**config.mk**
```make
export PLATFORM = sky130hd
export DESIGN_NAME = rhythm_resultant_generator
export DESIGN_NICKNAME = d
export VERILOG_FILES = /design/src/rtl/core/rrg_pkg.sv /design/src/rtl/core/rhythm_resultant_generator.sv
export SDC_FILE = /design/constraint.sdc
export NUM_CORES = 1
export LEC_CHECK = 0
export ABC_AREA = 1
export BUFFER_PORTS_ARGS = -buffer_cell sky130_fd_sc_hd__buf_2
export CAP_MARGIN = 20
export CORE_MARGIN = 2
export CORE_UTILIZATION = 55
export DETAILED_ROUTE_END_ITERATION = 6
export PLACE_DENSITY_LB_ADDON = 0.05
export SLEW_MARGIN = 20
export SYNTH_ARGS = -nofsm -noshare
export SYNTH_HDL_FRONTEND = slang
export SYNTH_SLANG_ARGS = --single-unit
```
**constraint.sdc**
```tcl
create_clock -name clock -period 11.1 [get_ports clock]
set_input_delay 0.555 -clock clock [delete_from_list [all_inputs] [get_ports clock]]
set_output_delay 0.555 -clock clock [all_outputs]
set_load 0.05 [all_outputs]
```
**src/rtl/core/rrg_pkg.sv**
```systemverilog
`timescale 1ns / 1ps
// ----------------------------------------------------------------------------
// rrg_pkg: shared definitions for the rhythm resultant generator
// Register indexes, port widths and the layout of the result beat.
// ----------------------------------------------------------------------------
package rrg_pkg;

   // configuration port
   localparam int CSR_IDX_W  = 1;
   localparam int CSR_DATA_W = 4;

   localparam logic [CSR_IDX_W-1:0] REG_MAJOR = 1'd0;
   localparam logic [CSR_IDX_W-1:0] REG_MINOR = 1'd1;

   // beat widths
   localparam int REQ_DATA_W = 8;
   localparam int RSP_DATA_W = 32;

   // result beat payload, lowest field last
   typedef struct packed {
      logic       pad;
      logic [7:0] cycle_length;
      logic [3:0] lane_count;
      logic [8:0] lane_mask;
      logic       major_bit;
      logic       resultant_bit;
      logic [7:0] step_index;
   } rsp_data_type;

endpackage

```
**src/rtl/core/rhythm_resultant_generator.sv**
```systemverilog
`timescale 1ns / 1ps
// Output: a result beat is registered and appears in the cycle after its request beat is taken.
// Throughput: one beat per cycle while the result channel is not stalled; the step counter
// and phase counters advance with each accepted beat, and the result register frees as the next beat arrives.
// Reset: synchronous, active high; both generators return to 1, the cycle to
// step 0, and the result register empties.
// ----------------------------------------------------------------------------
// rhythm_resultant_generator
// Steps through the a*a + a*b cycle of a generator pair and gives the a-pulse,
// the b-lane attack mask and their resultant for each step.
// ----------------------------------------------------------------------------
module rhythm_resultant_generator #(
   parameter int MAX_GENERATOR = 9
) (
   input  logic                             clock,
   input  logic                             reset,
   // request channel
   input  logic                             req_tvalid,
   output logic                             req_tready,
   input  logic [rrg_pkg::REQ_DATA_W-1:0]   req_tdata,   // [0] restart
   // result channel
   output logic                             rsp_tvalid,
   input  logic                             rsp_tready,
   // [7:0] step_index, [8] resultant_bit, [9] major_bit, [18:10] lane_mask,
   // [22:19] lane_count, [30:23] cycle_length, [31] zero
   output logic [rrg_pkg::RSP_DATA_W-1:0]   rsp_tdata,
   output logic                             rsp_tlast,
   // configuration port
   input  logic                             csr_we,
   input  logic [rrg_pkg::CSR_IDX_W-1:0]    csr_index,
   input  logic [rrg_pkg::CSR_DATA_W-1:0]   csr_wdata
);

   localparam int GEN_W = $clog2(MAX_GENERATOR + 1);
   localparam int CNT_W = $clog2(2 * MAX_GENERATOR * MAX_GENERATOR + 1);
   localparam logic [rrg_pkg::CSR_DATA_W-1:0] GEN_MAX =
      rrg_pkg::CSR_DATA_W'(MAX_GENERATOR);
   localparam logic [rrg_pkg::CSR_DATA_W-1:0] GEN_ONE = rrg_pkg::CSR_DATA_W'(1);

   // registers
   logic [rrg_pkg::CSR_DATA_W-1:0] major_gen_ff, major_gen_in;
   logic [rrg_pkg::CSR_DATA_W-1:0] minor_gen_ff, minor_gen_in;
   logic [CNT_W-1:0]               step_ff, step_in;
   logic [GEN_W-1:0]               major_phase_ff, major_phase_in;
   logic [GEN_W-1:0]               minor_phase_ff, minor_phase_in;
   logic [GEN_W-1:0]               lane_phase_ff [MAX_GENERATOR];
   logic [GEN_W-1:0]               lane_phase_in [MAX_GENERATOR];
   logic                           rsp_valid_ff, rsp_valid_in;
   rrg_pkg::rsp_data_type          rsp_data_ff, rsp_data_in;
   logic                           rsp_last_ff, rsp_last_in;

   // derived generator values
   logic [rrg_pkg::CSR_DATA_W-1:0] gen_a4, gen_b4;
   logic [GEN_W-1:0]               gen_a, gen_b, lanes;
   logic [CNT_W-1:0]               sq, ab, len;

   // step logic
   logic                           req_fire;
   logic                           restart_eff;
   logic [CNT_W-1:0]               step_cur, step_inc;
   logic                           at_end;
   logic [GEN_W-1:0]               major_cur, minor_cur;
   logic [GEN_W-1:0]               lane_cur  [MAX_GENERATOR];
   logic [CNT_W-1:0]               lane_off  [MAX_GENERATOR];
   logic                           lane_past [MAX_GENERATOR];
   logic [MAX_GENERATOR-1:0]       mask;
   logic                           major_hit;
   logic                           fill_hit;

   // clamp generators: a to 1..MAX, b to 1..a
   always_comb begin
      if (major_gen_ff == '0) begin
         gen_a4 = GEN_ONE;
      end else if (major_gen_ff > GEN_MAX) begin
         gen_a4 = GEN_MAX;
      end else begin
         gen_a4 = major_gen_ff;
      end
      if (minor_gen_ff == '0) begin
         gen_b4 = GEN_ONE;
      end else if (minor_gen_ff > gen_a4) begin
         gen_b4 = gen_a4;
      end else begin
         gen_b4 = minor_gen_ff;
      end
      gen_a = GEN_W'(gen_a4);
      gen_b = GEN_W'(gen_b4);
      lanes = gen_a - gen_b + GEN_W'(1);
      sq    = CNT_W'(gen_a) * CNT_W'(gen_a);
      ab    = CNT_W'(gen_a) * CNT_W'(gen_b);
      len   = sq + ab;
   end

   assign req_tready = !rsp_valid_ff || rsp_tready;
   assign req_fire   = req_tvalid && req_tready;

   // current step and its attacks
   always_comb begin
      restart_eff = req_tdata[0] || (step_ff >= len);
      step_cur    = restart_eff ? '0 : step_ff;
      major_cur   = restart_eff ? '0 : major_phase_ff;
      minor_cur   = restart_eff ? '0 : minor_phase_ff;
      step_inc    = step_cur + CNT_W'(1);
      at_end      = (step_inc >= len);
      major_hit   = (major_cur == '0);
      fill_hit    = (step_cur >= sq) && (minor_cur == '0);
      mask        = '0;
      for (int j = 0; j < MAX_GENERATOR; j++) begin
         lane_cur[j]  = restart_eff ? '0 : lane_phase_ff[j];
         lane_off[j]  = CNT_W'(j) * CNT_W'(gen_a);
         lane_past[j] = (step_cur >= lane_off[j]);
         if (GEN_W'(j) < lanes) begin
            // lane j attacks every b steps over its a*b span
            if (lane_past[j] && (step_cur < lane_off[j] + ab) && (lane_cur[j] == '0)) begin
               mask[j] = 1'b1;
            end
            // tail of the cycle: all lanes together every b steps
            if (fill_hit) begin
               mask[j] = 1'b1;
            end
         end
      end
   end

   // next state of the counters
   always_comb begin
      step_in        = step_ff;
      major_phase_in = major_phase_ff;
      minor_phase_in = minor_phase_ff;
      major_gen_in   = major_gen_ff;
      minor_gen_in   = minor_gen_ff;
      for (int j = 0; j < MAX_GENERATOR; j++) begin
         lane_phase_in[j] = lane_phase_ff[j];
      end
      if (csr_we) begin
         unique case (csr_index)
            rrg_pkg::REG_MAJOR: major_gen_in = csr_wdata;
            rrg_pkg::REG_MINOR: minor_gen_in = csr_wdata;
            default:            ;
         endcase
         step_in        = '0;
         major_phase_in = '0;
         minor_phase_in = '0;
         for (int j = 0; j < MAX_GENERATOR; j++) begin
            lane_phase_in[j] = '0;
         end
      end else if (req_fire) begin
         if (at_end) begin
            step_in        = '0;
            major_phase_in = '0;
            minor_phase_in = '0;
            for (int j = 0; j < MAX_GENERATOR; j++) begin
               lane_phase_in[j] = '0;
            end
         end else begin
            step_in        = step_inc;
            major_phase_in = (major_cur + GEN_W'(1) >= gen_a) ? '0 : major_cur + GEN_W'(1);
            if (step_cur >= sq) begin
               minor_phase_in = (minor_cur + GEN_W'(1) >= gen_b) ? '0 : minor_cur + GEN_W'(1);
            end else begin
               minor_phase_in = '0;
            end
            for (int j = 0; j < MAX_GENERATOR; j++) begin
               if (lane_past[j]) begin
                  lane_phase_in[j] = (lane_cur[j] + GEN_W'(1) >= gen_b) ? '0
                                   : lane_cur[j] + GEN_W'(1);
               end else begin
                  lane_phase_in[j] = '0;
               end
            end
         end
      end
   end

   // result register
   always_comb begin
      rsp_valid_in = rsp_valid_ff;
      rsp_data_in  = rsp_data_ff;
      rsp_last_in  = rsp_last_ff;
      if (req_tready) begin
         rsp_valid_in = req_tvalid;
      end
      if (req_fire) begin
         rsp_data_in.pad           = 1'b0;
         rsp_data_in.cycle_length  = 8'(len);
         rsp_data_in.lane_count    = 4'(lanes);
         rsp_data_in.lane_mask     = 9'(mask);
         rsp_data_in.major_bit     = major_hit;
         rsp_data_in.resultant_bit = major_hit || (mask != '0);
         rsp_data_in.step_index    = 8'(step_cur);
         rsp_last_in               = (step_inc == len);
      end
   end

   always_ff @(posedge clock) begin
      if (reset) begin
         major_gen_ff   <= GEN_ONE;
         minor_gen_ff   <= GEN_ONE;
         step_ff        <= '0;
         major_phase_ff <= '0;
         minor_phase_ff <= '0;
         rsp_valid_ff   <= 1'b0;
         for (int j = 0; j < MAX_GENERATOR; j++) begin
            lane_phase_ff[j] <= '0;
         end
      end else begin
         major_gen_ff   <= major_gen_in;
         minor_gen_ff   <= minor_gen_in;
         step_ff        <= step_in;
         major_phase_ff <= major_phase_in;
         minor_phase_ff <= minor_phase_in;
         rsp_valid_ff   <= rsp_valid_in;
         for (int j = 0; j < MAX_GENERATOR; j++) begin
            lane_phase_ff[j] <= lane_phase_in[j];
         end
      end
   end

   // payload needs no reset
   always_ff @(posedge clock) begin
      rsp_data_ff <= rsp_data_in;
      rsp_last_ff <= rsp_last_in;
   end

   assign rsp_tvalid = rsp_valid_ff;
   assign rsp_tdata  = rsp_data_ff;
   assign rsp_tlast  = rsp_last_ff;

endmodule

```
Word level (Yosys, flattened, before mapping). Memory sizes are Yosys's and may differ from the RTL's. Cells that the tools add are included.

Add/sub/neg operators: 23. $mul: 6. Order comparisons: 43. Eq/ne operators: 1. Multiplexer cells: 82. Bitwise operators: 10. Reduce and logical (&&, ||, !) cells: 41.

Operator list (number): $mux W4 (47); $mux W36 (3); $lt A8 B8 Y1 (9); $logic_not A4 Y1 (13); $add A4 B1 Y4 const B (12); $ge A4 B4 Y1 (11); $add A7 B8 Y8 (4); $ge A8 B7 Y1 (4); $mux W1 (30); $ge A8 B8 Y1 (3); $logic_and A1 B1 Y1 (20); $add A6 B8 Y8 (2); $ge A8 B6 Y1 (2); $lt A3 B4 Y1 const A (4); $mul A4 B4 Y8 (2); $mux W8 (2); $mul A3 B4 Y7 const A (2); $mul A2 B4 Y6 const A (2); $or A1 B1 Y1 (9); $reduce_bool A9 Y1 (1); $add A4 B8 Y8 (1); $add A5 B8 Y8 (1); $add A8 B1 Y8 const B (1); $add A8 B8 Y8 (1); other kinds (15) (20).

Register bits: 57. RAM bits: 36. Word-level logic and storage cells: 220. Memories: 1.

Memory list: lane_phase_ff (words 9, width 4, rd ports 9, clocked after Yosys merged registers in 0, write ports 9, line rhythm_resultant_generator.sv:46) `logic [GEN_W-1:0] lane_phase_ff [MAX_GENERATOR];`.

Depth between registers and ports, before layout.
Depth in word-level cells: 19. Gate-level depth with buffers: 54. Gate-level depth less buffers: 53.

Worst setup path before layout. Ideal clock, no wire load.

Kind: reg2reg. Start point: reg major_gen_ff[3] (netlist bit). End point: mem lane_phase_ff[0][10] (netlist bit). Setup time: 0.070 ns. Data arrival time: 9.248 ns. Data required time: 11.030 ns. Slack: 1.781 ns. Stages on the path, launching flop included: 43. Period minus slack after synthesis: 9.319 ns. Path through: dfxtp_1 -> clkbuf_1 -> nor2_1 -> inv_1 -> ha_1 -> a21oi_1 -> o21ai_0 -> nand2_1 -> nor2_1 -> nor3_1 -> nand2_1 -> fa_1 -> inv_1 -> fa_1 -> inv_1 -> fa_1 -> xnor2_1 -> ha_1 -> (+7 left out) -> inv_1 -> nand2_1 -> nand2_1 -> nand2_1 -> nand2_1 -> a21oi_1 -> buf_2 -> buf_1 -> buf_1 -> nand2_1 -> ha_1 -> ha_1 -> a21boi_0 -> o21a_1 -> o21a_1 -> nor3_1 -> nand4_1 -> a21oi_1.

RTL lines: start: declaration (line rhythm_resultant_generator.sv:41) `logic [rrg_pkg::CSR_DATA_W-1:0] major_gen_ff, major_gen_in;`; start signal: assignment (line rhythm_resultant_generator.sv:207) `major_gen_ff <= major_gen_in;`; end: declaration (line rhythm_resultant_generator.sv:46).

Worst setup path after layout.
Start point: reg major_gen_ff[3] (netlist bit). End point: reg rsp_data_ff (netlist bit rsp_tdata[8]) (data pin).

Word-level cells in the longest chain between the ends: 19.

Ends and longest elaborated chain: $gt A4 B4 Y1 (line rhythm_resultant_generator.sv:74) `end else if (major_gen_ff > GEN_MAX) begin`; $mux W4 (line rhythm_resultant_generator.sv:74); $mux W4 * (line rhythm_resultant_generator.sv:72) `if (major_gen_ff == '0) begin`; $gt A4 B4 Y1 (line rhythm_resultant_generator.sv:81) `end else if (minor_gen_ff > gen_a4) begin`; $mux W4 (line rhythm_resultant_generator.sv:81); $mux W4 (line rhythm_resultant_generator.sv:79) `if (minor_gen_ff == '0) begin`; $mul A4 B4 Y8 (line rhythm_resultant_generator.sv:90) `ab = CNT_W'(gen_a) * CNT_W'(gen_b);`; $add A8 B8 Y8 (line rhythm_resultant_generator.sv:91) `len = sq + ab;`; (+2 left out); $mux W8 (line rhythm_resultant_generator.sv:100) `step_cur = restart_eff ? '0 : step_ff;`; $ge A8 B1 Y1, or another cell as far along (line rhythm_resultant_generator.sv:111) `lane_past[j] = (step_cur >= lane_off[j]);`; $logic_and A1 B1 Y1 (2 in series) (line rhythm_resultant_generator.sv:114) `if (lane_past[j] && (step_cur < lane_off[j] + ab) && (lane_cur[j] == '0)) begin`; $mux W1 (line rhythm_resultant_generator.sv:114); $mux W1 (line rhythm_resultant_generator.sv:118) `if (fill_hit) begin`; $mux W1 (line rhythm_resultant_generator.sv:112) `if (GEN_W'(j) < lanes) begin`; $reduce_bool A9 Y1 (line rhythm_resultant_generator.sv:189) `rsp_data_in.resultant_bit = major_hit || (mask != '0);`; $logic_or A1 B1 Y1 * (line rhythm_resultant_generator.sv:189); end signal: assignment (line rhythm_resultant_generator.sv:221) `rsp_data_ff <= rsp_data_in;`; end: declaration (line rhythm_resultant_generator.sv:49) `rrg_pkg::rsp_data_type rsp_data_ff, rsp_data_in;`.

Mark *: on every way between the ends. The rest lies on a longest branch, timed or not. A chain may end at the register's enable or synchronous reset.

==> metrics.md <==
| Metric | Value |
|---|---|
| Outcome | completed |
| Average wire per standard cell | 16.41 um |
| Util after Layout | 0.5952 |
| Startpoint types | register |
| Grt ovf | 0 |
| Least-Margin Pin Slew | 1.038 ns |
| CTS HTree Levels | 3 |
| Die area | 22170 sq um |
| Syn Std Cell Area | 11550 sq um |
| Routed Antenna Nets | 0 |
| Share of the synthesized area in the top cell type | 0.2449 |
| RSZ-0062 raised after global routing | no |
| Slew margin rel. | 0.3004 |
| Tightest Hold Check Type | in -> reg |
| Area leader, netlist | ha_1 |
| VDD IR max | 87.19 uV |
| Share of layout cells above drive strength 1 | 0.06905 |
| Routed vias | 10690 |
| Worst EP required | 11.22 ns |
| Post-layout net count | 1907 |
| Die Ht | 148.9 um |
| Crit path kind | reg -> reg |
| Prevailing post-synth register cell | dfxtp_1 |
| Arr. time, crit path | 9.52 ns |
| Synth top area cells | ha_1 24%, dfxtp_1 11%, nand2_1 10% |
| Via/cell ratio | 5.551 |
| Top Metal Used | met4 |
| GRT Util Overall | 0.2932 |
| Routed metal-1 wire length | 14.69 mm |
| Placed Instances | 1910 |
| First-pass GRT wire length | 50.89 mm |
| WL final | 31.62 mm |
| Mapped Cells | 1608 |
| Wire length on met2 | 13.96 mm |
| Sum Neg Setup Slack | 0 ns |
| Placer congestion estimate | 0.9230 |
| FP Rows | 53 |
| Tcrit/Tclk final | 0.8475 |
| Dpl hpwl | 23.83 mm |
| Detailed Route Iter0 Violations | 620 |
| Yosys warnings | 0 |
| Clock Path Buffers | 2 |
| CTS Root Cell | clkbuf_16 |
| Yosys reg bits | 93 |
| Fin cells | 1926 |
| Synth Area per Inst | 7.182 sq um |
| Initial cell density of the core | 0.5546 |
| Initial antenna violation count | 0 |
| CP max-delay cell | fa_1 |
| Die X-Extent | 148.9 um |
| Final Setup Violations | 0 |
| CTS tree | built |
| Pwr per Cell Area | 151.2 nW/um^2 |
| EDFF count, synth | 32 |
| Clock sink count | 93 |
| Seq/Total Area, Yosys | 0.1889 |
| Final Skew | 0.01464 ns |
| PostCTS Resize Cnt | 0 |
| MaxCap Viol Count | 0 |
| Core area | 20820 sq um |
| Synth Net Count | 1869 |
| Fraction of registers with async set/reset | 0 |
| Commonest non-fill, non-tap cell in the layout | nand2_1 |
| TritonCTS Buffers | 9 |
| Cell area after layout | 12390 sq um |
| Leakage | 6.744 nW |
| Clock latency at the later pin of the worst-skew pair | 0.37 ns |
| Most frequent cells in the layout | 320 x nand2_1, 266 x inv_1, 226 x ha_1 |
| Drc violations | 0 |
| Ports | 53 |
| Area Overhead vs Synth | 7.313% |
| # port buffers | 44 |
| Largest net degree at the start of global routing | 53 |
| Detailed Routing Iterations Pass 1 | 5 |
| Pins Over Slew Limit | 0 |
| Most used cell, CP | inv_1 |
| CTS Hold Bufs | 0 |
| Clock-pin slew on the worst setup and hold paths | 0.08 ns |
| Worst-path maximum fanout | 18 |
| Max Freq | 106.3 MHz |
| Period minus WS final | 9.408 ns |
| Diode count | 0 |
| Setup bufs post-CTS | 0 |
| Worst path max stage delay | 0.56 ns |
| Hold Violations, Final | 0 |
| Vias in the first global route | 9918 |
| Post-DP Area | 12090 sq um |
| Met3 wire len | 2.204 mm |
| Post-synth cell types | 46 |
| Endpoint type of the worst setup path | register |
## registers in the layout, summed over array words and instances (netlist names)
signal and cells:
lane_phase_ff 36, rsp_tdata 31, step_ff 8, major_gen_ff 4, major_phase_ff 4, minor_gen_ff 4
minor_phase_ff 4, rsp_tlast 1, rsp_tvalid 1
## cells by family after synthesis
group                      share of synthesized area
and+or+nand+nor                               0.2452
buffers and inverters                         0.1069
AOI/OAI and AO/OA                             0.1294
adders and majority gates                     0.2743
DFF                                           0.1889
xor gates and xnor gates                     0.05460
other                                      0.0006503
## path summary, 6_finish.rpt
path                                startpoint                                end  slack [ns]  cells past startpoint
max reg2reg       major_gen_ff[3]$_SDFFE_PP0P_             rsp_tdata[8]$_DFFE_PP_        1.69                     46
max               major_gen_ff[3]$_SDFFE_PP0P_             rsp_tdata[8]$_DFFE_PP_        1.69                     46
min                                      reset            rsp_tvalid$_SDFFE_PP0N_        0.36                      2
min reg2reg  lane_phase_ff[0][15]$_SDFFE_PP0P_  lane_phase_ff[0][15]$_SDFFE_PP0P_        0.47                      2
## power breakdown
group	internal [W]	switching (W)	total [W]
Clock	0.000160	0.000164	0.000325
Combinational	0.000397	0.000759	0.00116
Sequential	0.000385	0.00000744	0.000393
Total	0.000943	0.000931	0.00187
## synthesized netlist by cell type (6+ instances only)
master	instances
o21bai_1	15
fa_1	17
inv_1	266
a21boi_0	14
nor3_1	15
o211ai_1	6
a21o_1	9
dfxtp_1	61
nor2_1	117
xor2_1	48
nand4_1	82
buf_6	7
nand2_1	322
nand3_1	51
buf_2	12
xnor2_1	24
edfxtp_1	32
o21ai_0	42
clkbuf_1	16
a21oi_1	131
or2_2	7
o21a_1	29
ha_1	226
## per-stage QoR
step	total power, W	hold WS (ns)	setup WS (ns)
3_3_place_gp	0.001518	0.4520	1.884
6_report	0.001874	0.3565	1.692
4_1_cts	0.001872	0.3450	1.759
5_1_grt	0.002048	0.3543	0.7601
3_5_place_dp	0.001540	0.4567	1.789
2_1_floorplan	0.001269	0.4453	1.781
## final cells by class
| class | instances | area (sq um) |
|---|---|---|
| repair buffers | 66 | 397.9 |
| flip-flops and latches | 93 | 2182 |
| clock inverters | 7 | 78.83 |
| well taps | 275 | 344.1 |
| inverters | 271 | 1017 |
| clock buffers | 9 | 225.2 |
| fillers | 2020 | 8429 |
| multi-input cells | 1205 | 8148 |
## critical path: cells and delay by family, from the launching register on
kind | cells | cell delay [ns]
xor+xnor | 1 | 0.10
compound gates | 8 | 1.27
fa+ha+maj | 6 | 2.63
buf+inv | 11 | 1.76
simple gates | 20 | 2.93
flops | 1 | 0.43
## metal layers
layer	global-route usage	up-vias
met3	0.05321	48
met2	0.4719	315
met1	0.4019	4931
met5	0	-
met4	0.08667	0
li1	-	5397
Power figures use the tool's default switching activity.
